==> src/rtl/jddm_pkg.sv <==
// Shared types and constants for the joystick differential-drive mixer.
// Holds the state, mode and step codes plus the Q16 coefficients.
// No dependencies.
`default_nettype none

package jddm_pkg;

  localparam int unsigned WORD_W = 16;
  localparam int unsigned CMP_W  = 13;
  localparam int unsigned A_W    = 19;
  localparam int unsigned B_W    = 17;
  localparam int unsigned ACC_W  = A_W + B_W;
  localparam int unsigned FRAC_W = 16;

  typedef enum logic [2:0] {
    MODE_STOP   = 3'd0,
    MODE_FWD    = 3'd1,
    MODE_REV    = 3'd2,
    MODE_SPIN_L = 3'd3,
    MODE_SPIN_R = 3'd4
  } drive_mode_t;

  typedef enum logic [2:0] {
    ST_IDLE,
    ST_SCALE,
    ST_BASE,
    ST_RIGHT,
    ST_LEFT,
    ST_STORE,
    ST_OUT
  } state_t;

  typedef enum logic [2:0] {
    OP_NONE,
    OP_SCALE,
    OP_BASE,
    OP_RIGHT,
    OP_LEFT
  } op_t;

  typedef struct packed {
    logic take;
    op_t  op;
    logic cap_base;
    logic cap_right;
    logic cap_left;
  } ctrl_t;

  // Q16 coefficients, truncated.
  localparam logic [A_W-1:0]   K_STEER_L  = 19'd137;
  localparam logic [A_W-1:0]   K_STEER_R  = 19'd124;
  localparam logic [A_W-1:0]   K_REV      = 19'd437780;
  localparam logic [A_W-1:0]   K_FWD      = 19'd403046;
  localparam logic [A_W-1:0]   K_SPIN     = 19'd6400;
  localparam logic [B_W-1:0]   SC_ONE     = 17'd65536;
  localparam logic [ACC_W-1:0] K_Q_ONE    = 36'd65536;
  localparam logic [ACC_W-1:0] K_REV_OFS  = 36'd117964800;
  localparam logic [ACC_W-1:0] K_FWD_OFS  = 36'd333709312;
  localparam logic [ACC_W-1:0] K_SPIN_OFS = 36'd537395200;

  // Throttle and steering thresholds.
  localparam logic [WORD_W-1:0] T_GUARD_HI = 16'd950;
  localparam logic [WORD_W-1:0] T_GUARD_LO = 16'd100;
  localparam logic [WORD_W-1:0] T_SLOW_REV = 16'd540;
  localparam logic [WORD_W-1:0] T_SLOW_FWD = 16'd470;
  localparam logic [WORD_W-1:0] T_REV_LO   = 16'd516;
  localparam logic [WORD_W-1:0] T_REV_HI   = 16'd1029;
  localparam logic [WORD_W-1:0] T_REV_ZERO = 16'd510;
  localparam logic [WORD_W-1:0] T_FWD_LO   = 16'd1;
  localparam logic [WORD_W-1:0] T_FWD_HI   = 16'd479;
  localparam logic [WORD_W-1:0] S_LEFT_LO  = 16'd1;
  localparam logic [WORD_W-1:0] S_LEFT_HI  = 16'd470;
  localparam logic [WORD_W-1:0] S_RIGHT_LO = 16'd520;
  localparam logic [WORD_W-1:0] S_RIGHT_HI = 16'd1024;
  localparam logic [WORD_W-1:0] HORN_CODE  = 16'd1;

endpackage

`default_nettype wire

==> src/rtl/jddm_mac.sv <==
// Shared multiply-add unit: r = k + a*b or k - a*b, registered.
// Depends on jddm_pkg for operand widths.
`default_nettype none

module jddm_mac (
  input  wire logic                          clk,
  input  wire logic                          en,
  input  wire logic                          sub,
  input  wire logic [jddm_pkg::A_W-1:0]      a,
  input  wire logic [jddm_pkg::B_W-1:0]      b,
  input  wire logic [jddm_pkg::ACC_W-1:0]    k,
  output logic      [jddm_pkg::ACC_W-1:0]    r_r
);

  logic [jddm_pkg::ACC_W-1:0] prod;
  logic [jddm_pkg::ACC_W-1:0] r_nxt;

  assign prod  = jddm_pkg::ACC_W'(a) * jddm_pkg::ACC_W'(b);
  assign r_nxt = sub ? (k - prod) : (k + prod);

  always_ff @(posedge clk) begin
    if (en) begin
      r_r <= r_nxt;
    end
  end

endmodule

`default_nettype wire

==> src/rtl/jddm_ctrl.sv <==
// Step sequencer for the mixer: walks a drive item through the shared unit.
// Depends on jddm_pkg for the state, step and control types.
`default_nettype none

module jddm_ctrl (
  input  wire logic            clk,
  input  wire logic            rst_n,
  input  wire logic            in_valid,
  input  wire logic            in_action,
  input  wire logic            out_ready,
  output logic                 in_ready,
  output logic                 out_valid,
  output jddm_pkg::ctrl_t      ctrl
);

  jddm_pkg::state_t state_r, state_nxt;

  always_ff @(posedge clk) begin
    if (!rst_n) begin
      state_r <= jddm_pkg::ST_IDLE;
    end else begin
      state_r <= state_nxt;
    end
  end

  always_comb begin
    state_nxt = state_r;
    unique case (state_r)
      jddm_pkg::ST_IDLE: begin
        if (in_valid && !in_action) state_nxt = jddm_pkg::ST_SCALE;
      end
      jddm_pkg::ST_SCALE: state_nxt = jddm_pkg::ST_BASE;
      jddm_pkg::ST_BASE:  state_nxt = jddm_pkg::ST_RIGHT;
      jddm_pkg::ST_RIGHT: state_nxt = jddm_pkg::ST_LEFT;
      jddm_pkg::ST_LEFT:  state_nxt = jddm_pkg::ST_STORE;
      jddm_pkg::ST_STORE: state_nxt = jddm_pkg::ST_OUT;
      jddm_pkg::ST_OUT: begin
        if (out_ready) state_nxt = jddm_pkg::ST_IDLE;
      end
      default: state_nxt = jddm_pkg::ST_IDLE;
    endcase
  end

  always_comb begin
    in_ready       = 1'b0;
    out_valid      = 1'b0;
    ctrl.take      = 1'b0;
    ctrl.op        = jddm_pkg::OP_NONE;
    ctrl.cap_base  = 1'b0;
    ctrl.cap_right = 1'b0;
    ctrl.cap_left  = 1'b0;
    unique case (state_r)
      jddm_pkg::ST_IDLE: begin
        in_ready  = 1'b1;
        ctrl.take = in_valid;
      end
      jddm_pkg::ST_SCALE: ctrl.op = jddm_pkg::OP_SCALE;
      jddm_pkg::ST_BASE:  ctrl.op = jddm_pkg::OP_BASE;
      jddm_pkg::ST_RIGHT: begin
        ctrl.op       = jddm_pkg::OP_RIGHT;
        ctrl.cap_base = 1'b1;
      end
      jddm_pkg::ST_LEFT: begin
        ctrl.op        = jddm_pkg::OP_LEFT;
        ctrl.cap_right = 1'b1;
      end
      jddm_pkg::ST_STORE: ctrl.cap_left = 1'b1;
      jddm_pkg::ST_OUT:   out_valid = 1'b1;
      default: ;
    endcase
  end

endmodule

`default_nettype wire

==> src/rtl/joystick_differential_drive_mixer.sv <==
// Top level of the joystick differential-drive mixer.
// Depends on jddm_pkg, jddm_ctrl and jddm_mac.
`default_nettype none

// A drive item keeps the block busy from acceptance until its result is
// taken, and the next item can be taken only after that. The work is four
// passes through the one shared multiply-add unit (side scaler, base value,
// right compare, left compare), a step that captures the left compare and
// the output step, which offers the result until it is taken; in_ready then
// rises again in the idle state.
// A clear item is taken in the idle state without leaving it, resets both
// reversal guard flags and gives no result. in_ready is low while a drive
// item is in work.

module joystick_differential_drive_mixer (
  input  wire logic                              clk,
  input  wire logic                              rst_n,
  input  wire logic                              in_valid,
  output logic                                   in_ready,
  input  wire logic                              in_action,
  input  wire logic [jddm_pkg::WORD_W-1:0]       in_throttle_word,
  input  wire logic [jddm_pkg::WORD_W-1:0]       in_steer_word,
  input  wire logic [jddm_pkg::WORD_W-1:0]       in_horn_word,
  output logic                                   out_valid,
  input  wire logic                              out_ready,
  output logic      [jddm_pkg::CMP_W-1:0]        out_right_compare,
  output logic      [jddm_pkg::CMP_W-1:0]        out_left_compare,
  output logic                                   out_right_reverse,
  output logic                                   out_left_reverse,
  output logic      [2:0]                        out_drive_mode,
  output logic                                   out_horn_on
);

  jddm_pkg::ctrl_t ctrl;

  logic fwd_guard_r, fwd_guard_nxt;
  logic rev_guard_r, rev_guard_nxt;

  logic [jddm_pkg::WORD_W-1:0] t_adj;
  logic                        is_left, is_right, is_spin_r;
  jddm_pkg::drive_mode_t       mode_nxt;

  logic [jddm_pkg::WORD_W-1:0] t_r;
  logic [jddm_pkg::WORD_W-1:0] s_r;
  logic                        left_r, right_r, horn_r;
  jddm_pkg::drive_mode_t       mode_r;

  logic [jddm_pkg::B_W-1:0]    lsc_r, rsc_r, steered;
  logic [jddm_pkg::CMP_W-1:0]  base_r, rc_r, lc_r, prod_cmp;

  logic                        mac_en, mac_sub;
  logic [jddm_pkg::A_W-1:0]    mac_a;
  logic [jddm_pkg::B_W-1:0]    mac_b;
  logic [jddm_pkg::ACC_W-1:0]  mac_k, mac_r;

  jddm_ctrl u_ctrl (
    .clk       (clk),
    .rst_n     (rst_n),
    .in_valid  (in_valid),
    .in_action (in_action),
    .out_ready (out_ready),
    .in_ready  (in_ready),
    .out_valid (out_valid),
    .ctrl      (ctrl)
  );

  jddm_mac u_mac (
    .clk (clk),
    .en  (mac_en),
    .sub (mac_sub),
    .a   (mac_a),
    .b   (mac_b),
    .k   (mac_k),
    .r_r (mac_r)
  );

  // Guard flags turn a full-power reversal into a slow speed.
  always_comb begin
    t_adj         = in_throttle_word;
    fwd_guard_nxt = fwd_guard_r;
    rev_guard_nxt = rev_guard_r;
    if (ctrl.take) begin
      if (in_action) begin
        fwd_guard_nxt = 1'b0;
        rev_guard_nxt = 1'b0;
      end else if (in_throttle_word > jddm_pkg::T_GUARD_HI) begin
        if (fwd_guard_r) t_adj = jddm_pkg::T_SLOW_REV;
        rev_guard_nxt = 1'b1;
      end else if (in_throttle_word < jddm_pkg::T_GUARD_LO) begin
        if (rev_guard_r) t_adj = jddm_pkg::T_SLOW_FWD;
        fwd_guard_nxt = 1'b1;
      end
    end
  end

  assign is_left   = (in_steer_word >= jddm_pkg::S_LEFT_LO) &&
                     (in_steer_word <= jddm_pkg::S_LEFT_HI);
  assign is_right  = (in_steer_word >= jddm_pkg::S_RIGHT_LO) &&
                     (in_steer_word <= jddm_pkg::S_RIGHT_HI);
  // At the lower edge of the right range the scaler is exactly one.
  assign is_spin_r = is_right && (in_steer_word != jddm_pkg::S_RIGHT_LO);

  always_comb begin
    if ((t_adj >= jddm_pkg::T_REV_LO) && (t_adj <= jddm_pkg::T_REV_HI)) begin
      mode_nxt = jddm_pkg::MODE_REV;
    end else if ((t_adj >= jddm_pkg::T_FWD_LO) && (t_adj <= jddm_pkg::T_FWD_HI)) begin
      mode_nxt = jddm_pkg::MODE_FWD;
    end else if (is_left) begin
      mode_nxt = jddm_pkg::MODE_SPIN_L;
    end else if (is_spin_r) begin
      mode_nxt = jddm_pkg::MODE_SPIN_R;
    end else begin
      mode_nxt = jddm_pkg::MODE_STOP;
    end
  end

  always_ff @(posedge clk) begin
    if (!rst_n) begin
      fwd_guard_r <= 1'b0;
      rev_guard_r <= 1'b0;
    end else begin
      fwd_guard_r <= fwd_guard_nxt;
      rev_guard_r <= rev_guard_nxt;
    end
  end

  always_ff @(posedge clk) begin
    if (ctrl.take && !in_action) begin
      t_r     <= t_adj;
      s_r     <= in_steer_word;
      left_r  <= is_left;
      right_r <= is_right;
      mode_r  <= mode_nxt;
      horn_r  <= (in_horn_word == jddm_pkg::HORN_CODE);
    end
  end

  // The scaler of the steered side sits in the unit's result during the base step.
  assign steered  = mac_r[jddm_pkg::B_W-1:0];
  assign prod_cmp = mac_r[jddm_pkg::FRAC_W +: jddm_pkg::CMP_W];

  always_comb begin
    mac_en  = (ctrl.op != jddm_pkg::OP_NONE);
    mac_sub = 1'b0;
    mac_a   = '0;
    mac_b   = '0;
    mac_k   = '0;
    unique case (ctrl.op)
      jddm_pkg::OP_SCALE: begin
        if (left_r) begin
          mac_a = jddm_pkg::K_STEER_L;
          mac_b = {1'b0, s_r};
        end else if (right_r) begin
          mac_sub = 1'b1;
          mac_k   = jddm_pkg::K_Q_ONE;
          mac_a   = jddm_pkg::K_STEER_R;
          mac_b   = {1'b0, s_r - jddm_pkg::S_RIGHT_LO};
        end else begin
          mac_k = jddm_pkg::K_Q_ONE;
        end
      end
      jddm_pkg::OP_BASE: begin
        unique case (mode_r)
          jddm_pkg::MODE_REV: begin
            mac_k = jddm_pkg::K_REV_OFS;
            mac_a = jddm_pkg::K_REV;
            mac_b = {1'b0, t_r - jddm_pkg::T_REV_ZERO};
          end
          jddm_pkg::MODE_FWD: begin
            mac_sub = 1'b1;
            mac_k   = jddm_pkg::K_FWD_OFS;
            mac_a   = jddm_pkg::K_FWD;
            mac_b   = {1'b0, t_r};
          end
          jddm_pkg::MODE_SPIN_L, jddm_pkg::MODE_SPIN_R: begin
            mac_sub = 1'b1;
            mac_k   = jddm_pkg::K_SPIN_OFS;
            mac_a   = jddm_pkg::K_SPIN;
            mac_b   = steered;
          end
          default: ;
        endcase
      end
      jddm_pkg::OP_RIGHT: begin
        mac_a = {{(jddm_pkg::A_W - jddm_pkg::CMP_W){1'b0}}, prod_cmp};
        mac_b = rsc_r;
      end
      jddm_pkg::OP_LEFT: begin
        mac_a = {{(jddm_pkg::A_W - jddm_pkg::CMP_W){1'b0}}, base_r};
        mac_b = lsc_r;
      end
      default: ;
    endcase
  end

  always_ff @(posedge clk) begin
    if (ctrl.op == jddm_pkg::OP_BASE) begin
      lsc_r <= left_r ? steered : jddm_pkg::SC_ONE;
      rsc_r <= left_r ? jddm_pkg::SC_ONE : steered;
    end
    if (ctrl.cap_base) begin
      base_r <= prod_cmp;
    end
    if (ctrl.cap_right) begin
      unique case (mode_r)
        jddm_pkg::MODE_REV, jddm_pkg::MODE_FWD:       rc_r <= prod_cmp;
        jddm_pkg::MODE_SPIN_L, jddm_pkg::MODE_SPIN_R: rc_r <= base_r;
        default:                                      rc_r <= '0;
      endcase
    end
    if (ctrl.cap_left) begin
      unique case (mode_r)
        jddm_pkg::MODE_REV, jddm_pkg::MODE_FWD:       lc_r <= prod_cmp;
        jddm_pkg::MODE_SPIN_L, jddm_pkg::MODE_SPIN_R: lc_r <= base_r;
        default:                                      lc_r <= '0;
      endcase
    end
  end

  assign out_right_compare = rc_r;
  assign out_left_compare  = lc_r;
  assign out_right_reverse = (mode_r == jddm_pkg::MODE_REV) ||
                             (mode_r == jddm_pkg::MODE_SPIN_R);
  assign out_left_reverse  = (mode_r == jddm_pkg::MODE_REV) ||
                             (mode_r == jddm_pkg::MODE_SPIN_L);
  assign out_drive_mode    = mode_r;
  assign out_horn_on       = horn_r;

endmodule

`default_nettype wire

==> config.mk <==
export PLATFORM = sky130hd
export DESIGN_NAME = joystick_differential_drive_mixer
export DESIGN_NICKNAME = d
export VERILOG_FILES = /design/src/rtl/jddm_pkg.sv /design/src/rtl/jddm_mac.sv /design/src/rtl/jddm_ctrl.sv /design/src/rtl/joystick_differential_drive_mixer.sv
export SDC_FILE = /design/constraint.sdc
export NUM_CORES = 1
export LEC_CHECK = 0
export ABC_CLOCK_PERIOD_IN_PS = 12500
export BUFFER_PORTS_ARGS = -buffer_cell sky130_fd_sc_hd__buf_2
export CORE_ASPECT_RATIO = 1.1
export CORE_MARGIN = 1.5
export CORE_UTILIZATION = 41
export CTS_CLUSTER_SIZE = 12
export DETAILED_ROUTE_END_ITERATION = 10
export SLEW_MARGIN = 20
export SYNTH_ARGS = -nofsm -noshare
export SYNTH_HDL_FRONTEND = slang
export SYNTH_SLANG_ARGS = --single-unit
==> constraint.sdc <==
create_clock -name clk -period 12.5 [get_ports clk]
set_clock_uncertainty 0.05 [all_clocks]
set_input_delay 2.5 -clock clk [delete_from_list [all_inputs] [get_ports clk]]
set_output_delay 2.5 -clock clk [all_outputs]
set_load 0.01 [all_outputs]
Word-level counts from Yosys, hierarchy flattened. Index checks and enable logic that the tools add are counted.

Muxes and demuxes: 41. Multiply operators: 1. Order comparisons: 10. Equality and inequality tests: 19. $add $sub $neg: 4. Reductions and logical operators: 21.

Operator list (count): 2-to-1 mux 16 bit (8); one-hot mux 29 bit (3 select lines) (1); one-hot mux 19 bit (4 select lines) (1); one-hot mux 17 bit (4 select lines) (1); one-hot mux 29 bit (2 select lines) (1); one-hot mux 19 bit (3 select lines) (1); one-hot mux 17 bit (3 select lines) (1); greater-or-equal comparator 16 x 1 -> 1 bit (second input constant) (2); greater-or-equal comparator 16 x 10 -> 1 bit (second input constant) (2); less-or-equal comparator 16 x 11 -> 1 bit (second input constant) (2); less-or-equal comparator 16 x 9 -> 1 bit (second input constant) (2); adder 29 bit (1); multiplier 19 x 17 -> 29 bit (1); 2-to-1 mux 29 bit (1); subtractor 29 bit (1); one-hot mux 13 bit (2 select lines) (1); one-hot mux 3 bit (7 select lines) (1); == test 3 x 2 -> 1 bit (second input constant) (6); 2-to-1 mux 17 bit (1); == test 16 x 1 -> 1 bit (second input constant) (1); > comparator 16 x 10 -> 1 bit (second input constant) (1); less-than comparator 16 x 7 -> 1 bit (second input constant) (1); != test 16 x 10 -> 1 bit (second input constant) (1); subtractor 16 x 10 -> 16 bit (second input constant) (1); 22 further kinds (56).

Bits of input ports: 53. Flip-flop bits (word level): 145. Output and inout port bits: 34.

Depth between registers and ports, before layout.
Depth after elaboration: 8. Gate-level depth with buffers: 41.

Hierarchy. From an unflattened synthesis, not the netlist that was laid out.

Cell total of the unflattened synthesis: 2205. Area, all modules: 20498.4 sq um.

By module, submodules not included: jddm_mac (times used 1, area an instance 14285.0 sq um, cells an instance 1637, sequential area each 1081.0 sq um); joystick_differential_drive_mixer (times used 1, area an instance 5993.2 sq um, cells an instance 542, sequential area each 3373.2 sq um); jddm_ctrl (times used 1, area an instance 220.2 sq um, cells an instance 26, sequential area each 60.1 sq um).

Least setup slack after synthesis. Ideal clock, no wire load.

Kind: reg2reg. Start point: register mode_r[1], in the netlist out_drive_mode[1]. End point: register u_mac.r_r[27] (netlist bit), data pin. Stages on the path, launching flop included: 38. Library setup time: 261 ps. Arrival time: 9269 ps. Setup slack: 2920 ps. Data required time: 12189 ps. Period minus slack after synthesis: 9580 ps. Path through: edfxtp_1 buf_2 nor3b_1 nand2_1 inv_1 nor2_1 clkbuf_1 o21ai_0 clkbuf_1 nand2_1 fa_1 inv_1 fa_1 inv_1 fa_1 inv_1 fa_1 fa_1 [... 2 more ...] inv_1 ha_1 o21a_1 or2_2 nand4_1 a311oi_1 or3b_1 nor4_1 nor4b_1 nor3b_2 nor2_1 xnor2_1 ha_1 and2_1 a31oi_1 o211ai_2 a21oi_1 xnor2_1.

Word-level cells in the longest chain between the ends: 7. Elaborated cells on any way between the ends: 18. Those cells by class: add/sub (2); mul (1); eq/ne (4); mux (9); reduce/logical (2).

RTL lines: start: declaration (RTL line joystick_differential_drive_mixer.sv:46) `jddm_pkg::drive_mode_t mode_r;`; start signal: assignment (RTL line joystick_differential_drive_mixer.sv:133) `mode_r <= mode_nxt;`; == test 3 bit or == test 3 x 2 -> 1 bit (tied branches) (RTL line joystick_differential_drive_mixer.sv:163) `unique case (mode_r)`; OR reduction 2 bit; one-hot mux 17 bit (3 select lines) or one-hot mux 19 bit (3 select lines) (tied branches) (RTL line joystick_differential_drive_mixer.sv:163); one-hot mux 17 bit (4 select lines) or one-hot mux 19 bit (4 select lines) (tied branches) (RTL line joystick_differential_drive_mixer.sv:148) `unique case (ctrl.op)`; multiplier 19 x 17 -> 29 bit (RTL line jddm_mac.sv:18) `assign prod = jddm_pkg::ACC_W'(a) * jddm_pkg::ACC_W'(b);`; adder 29 bit or subtractor 29 bit (tied branches) (RTL line jddm_mac.sv:19) `assign r_nxt = sub ? (k - prod) : (k + prod);`; 2-to-1 mux 29 bit (*) (RTL line jddm_mac.sv:19); via u_mac.r_nxt (one bit) (RTL line jddm_mac.sv:16) `logic [jddm_pkg::ACC_W-1:0] r_nxt;`; end signal: assignment (RTL line jddm_mac.sv:23) `r_r <= r_nxt;`; end: declaration (RTL line jddm_mac.sv:12) `output logic [jddm_pkg::ACC_W-1:0] r_r`.

The timed path passes the listed nets; every way through them passes the cells marked *. A chain may end at the register's enable or synchronous reset.

Worst setup path after layout.
Start point: register mode_r[2], in the netlist out_drive_mode[2]. End point: register u_mac.r_r[28] (netlist bit), data pin.

The elaborated chain is that of the path after synthesis.

==> metrics.md <==
| Metric | Value |
|---|---|
| Slowest stage delay, CP | `0.70 ns` |
| Maximum root-to-sink buffer count | `2` |
| Hold Fails Final Rpt | `0` |
| Dpl ws | `1.54 ns` |
| Vias per Instance | `5.55` |
| # hold bufs at CTS | `0` |
| Hold_ws | `0.434 ns` |
| Max cap viols | `0` |
| Run status | `completed` |
| GRT overflow | `0` |
| Netlist cell types | `95` |
| Final WS setup | `1.36 ns` |
| Crit Path Category | `register to register` |
| Final min period | `11.14 ns` |
| Seq/Total Area, Yosys | `24.3%` |
| First-pass GRT wire length | `82600 um` |
| Post-route ant nets | `0` |
| Routability Congestion | `0.928` |
| Die H | `221 um` |
| WL/cell | `20.5 um` |
| Cell Area, Placed | `18700 um2` |
| Wirelength, routed | `51900 um` |
| CTS clock-pin slew for the worst setup and hold paths | `0.06 ns` |
| Vias | `14000` |
| Nets@finish | `2322` |
| Synth-to-Final Area Change | `8.90%` |
| Required time of the worst setup path | `12.62 ns` |
| Crit path arrival time | `11.26 ns` |
| Predominant post-synthesis flop cell | `edfxtp_1` |
| Worst vdd ir | `0.0000845 V` |
| Worst Path Max Fanout | `24` |
| Critical Path Source Type | `register` |
| Fill cell count | `4046` |
| CTS tree | `yes` |
| Initial antenna violation count | `0` |
| Yosys warnings | `0` |
| Chip width | `201 um` |
| Hold crit path type | `register to register` |
| Clk_lat worst skew | `0.43 ns` |
| Total clock sinks | `145` |
| Final HPWL DP | `42400 um` |
| Post-CTS sizing | `0` |
| Post-layout util | `45.4%` |
| Period utilization | `89.1%` |
| RSZ-0062 raised after global routing | `no` |
| Cells after Synth | `1891` |
| Die ar. | `44400 um2` |
| Io pins | `87` |
| Top delay family on crit path | `adder cells` |
| Avg Cell Area, Syn | `9.35 um2` |
| Core Area | `42400 um2` |
| Site Rows | `79` |
| Initial core utilization | `41.7%` |
| Design area | `19300 um2` |
| P per Cell Area | `96.8 nW/um2` |
| CTS root buf | `clkbuf_16` |
| Slew headroom | `28.7%` |
| Synthesized cell area | `17700 um2` |
| CP dominant cell by count | `fa_1` |
| Share of layout cells above drive strength 1 | `10.0%` |
| IO Port Bufs | `86` |
| Worst Tran Pin Value | `1.07 ns` |
| 1st-pass router iterations | `6` |
| Vias in the first global route | `14700` |
| H-tree depth | `4` |
| Pin count of the biggest net entering global routing | `49` |
| Total track usage | `24.4%` |
| Static leakage | `0.00855 uW` |
| Max-slew violations | `0` |
| Bufs and invs on worst path | `6` |
| Post-CTS setup buffer count | `0` |
| Highest clock rate | `89.8 MHz` |
| Asr flop ratio synth | `0%` |
| CTS Buf Count | `17` |
| Final setup viols | `0` |
| Slowest cell on the critical path | `edfxtp_1` |
| Post-synth EDFFs | `140` |
| Seq cells post-synth | `145` |
| CP endpoint kind | `register` |
| DRC Markers | `0` |
| Setup TNS | `0 ns` |
| Post-synthesis net count | `2264` |
| Iter 0 DRT Violations | `1176` |
[state kept, by name, indices dropped and copies added (netlist names)]
name	cells
out_drive_mode	3
fwd_guard_r	1
right_r	1
lsc_r	17
rev_guard_r	1
out_right_compare	13
u_ctrl.state_r	3
left_r	1
s_r	16
rsc_r	17
out_left_compare	13
u_mac.r_r	29
t_r	16
base_r	13
out_horn_on	1
[cell type report]
type / count / area (um2) / share of cell area [%]
clock inverters: 15 / 124 / 0.643
clock buffers: 17 / 425 / 2.21
well taps: 567 / 709 / 3.68
multi-input cells: 1347 / 11800 / 61.5
flip-flops and latches: 145 / 4300 / 22.4
diodes: 1 / 2.50 / 0.0130
repair buffers: 110 / 611 / 3.17
inverters: 328 / 1240 / 6.43
[placed cells by master, fill, tap and decap left out, types with 11 or more instances in the layout]
master,synthesis,final
a31oi_1,17,17
buf_2,11,86
inv_1,326,326
a21oi_1,54,54
o211ai_1,12,12
xnor2_1,58,58
edfxtp_1,140,140
and3_1,15,15
and2_1,61,61
nand2_1,223,223
clkbuf_16,0,17
buf_4,0,24
nand2b_1,14,14
nor4_1,15,15
nand3_1,27,27
nor2b_1,28,27
nor3_1,25,25
fa_1,210,210
nor3b_1,12,11
ha_1,110,110
a21o_1,12,12
a22oi_1,24,24
o21ai_0,53,51
xor2_1,28,28
nor2_1,139,138
o21a_1,11,11
[final timing paths]
kind / startpoint / to / slack, ns / cells after the start
worst max-delay path: out_drive_mode[2] / u_mac.r_r[28] / 1.36 / 36
worst min-delay path: u_mac.r_r[20] / base_r[4] / 0.43 / 0
worst max register to register: out_drive_mode[2] / u_mac.r_r[28] / 1.36 / 36
worst min register to register: u_mac.r_r[20] / base_r[4] / 0.43 / 0
[cells in the mapped netlist (17+ instances only)]
cell type	count	area [um2]
nor3_1	25	125
inv_1	326	1220
nor2_1	139	522
and2_1	61	382
a21oi_1	54	270
clkbuf_1	51	191
edfxtp_1	140	4200
o21ai_0	53	265
a31oi_1	17	106
a22oi_1	24	180
fa_1	210	4200
xnor2_1	58	508
nor2b_1	28	175
xor2_1	28	245
nand2_1	223	837
ha_1	110	1380
nand3_1	27	135
[cells by family (layout without fill, tap and decap cells)]
family	after synthesis	after routing	share of synthesized area (%)
compound gates	309	309	13.0
mux	4	4	0.226
xor+xnor	88	88	4.51
fa+ha+maj	320	320	31.6
simple gates	626	626	17.6
other cells	0	1	0
buf+inv	399	470	8.80
flops	145	145	24.3
[per-stage QoR]
step / instances / total power, uW
2_1_floorplan: 1891 / 1140
3_3_place_gp: 2497 / 1380
3_5_place_dp: 2497 / 1380
4_1_cts: 2529 / 1860
5_1_grt: 2529 / 1940
6_report: 2530 / 1860
[per-layer routing]
metal  share of wire [%]  vias up  global-route usage (%)  routed length, um
met1                  42     7035                    30.3              21600
met2                  49      461                    43.0              25400
met3                 5.7       97                    3.51               2940
met5                   0        -                       0                  0
li1                    -     6443                       -                  -
met4                 3.7        0                    9.40               1920
[where the power goes]
group / total, uW / switching [uW] / internal (uW)
Clock: 481 / 221 / 260
Combinational: 707 / 452 / 255
Sequential: 674 / 51.0 / 623
No activity file was read; power rests on OpenSTA's default activity.
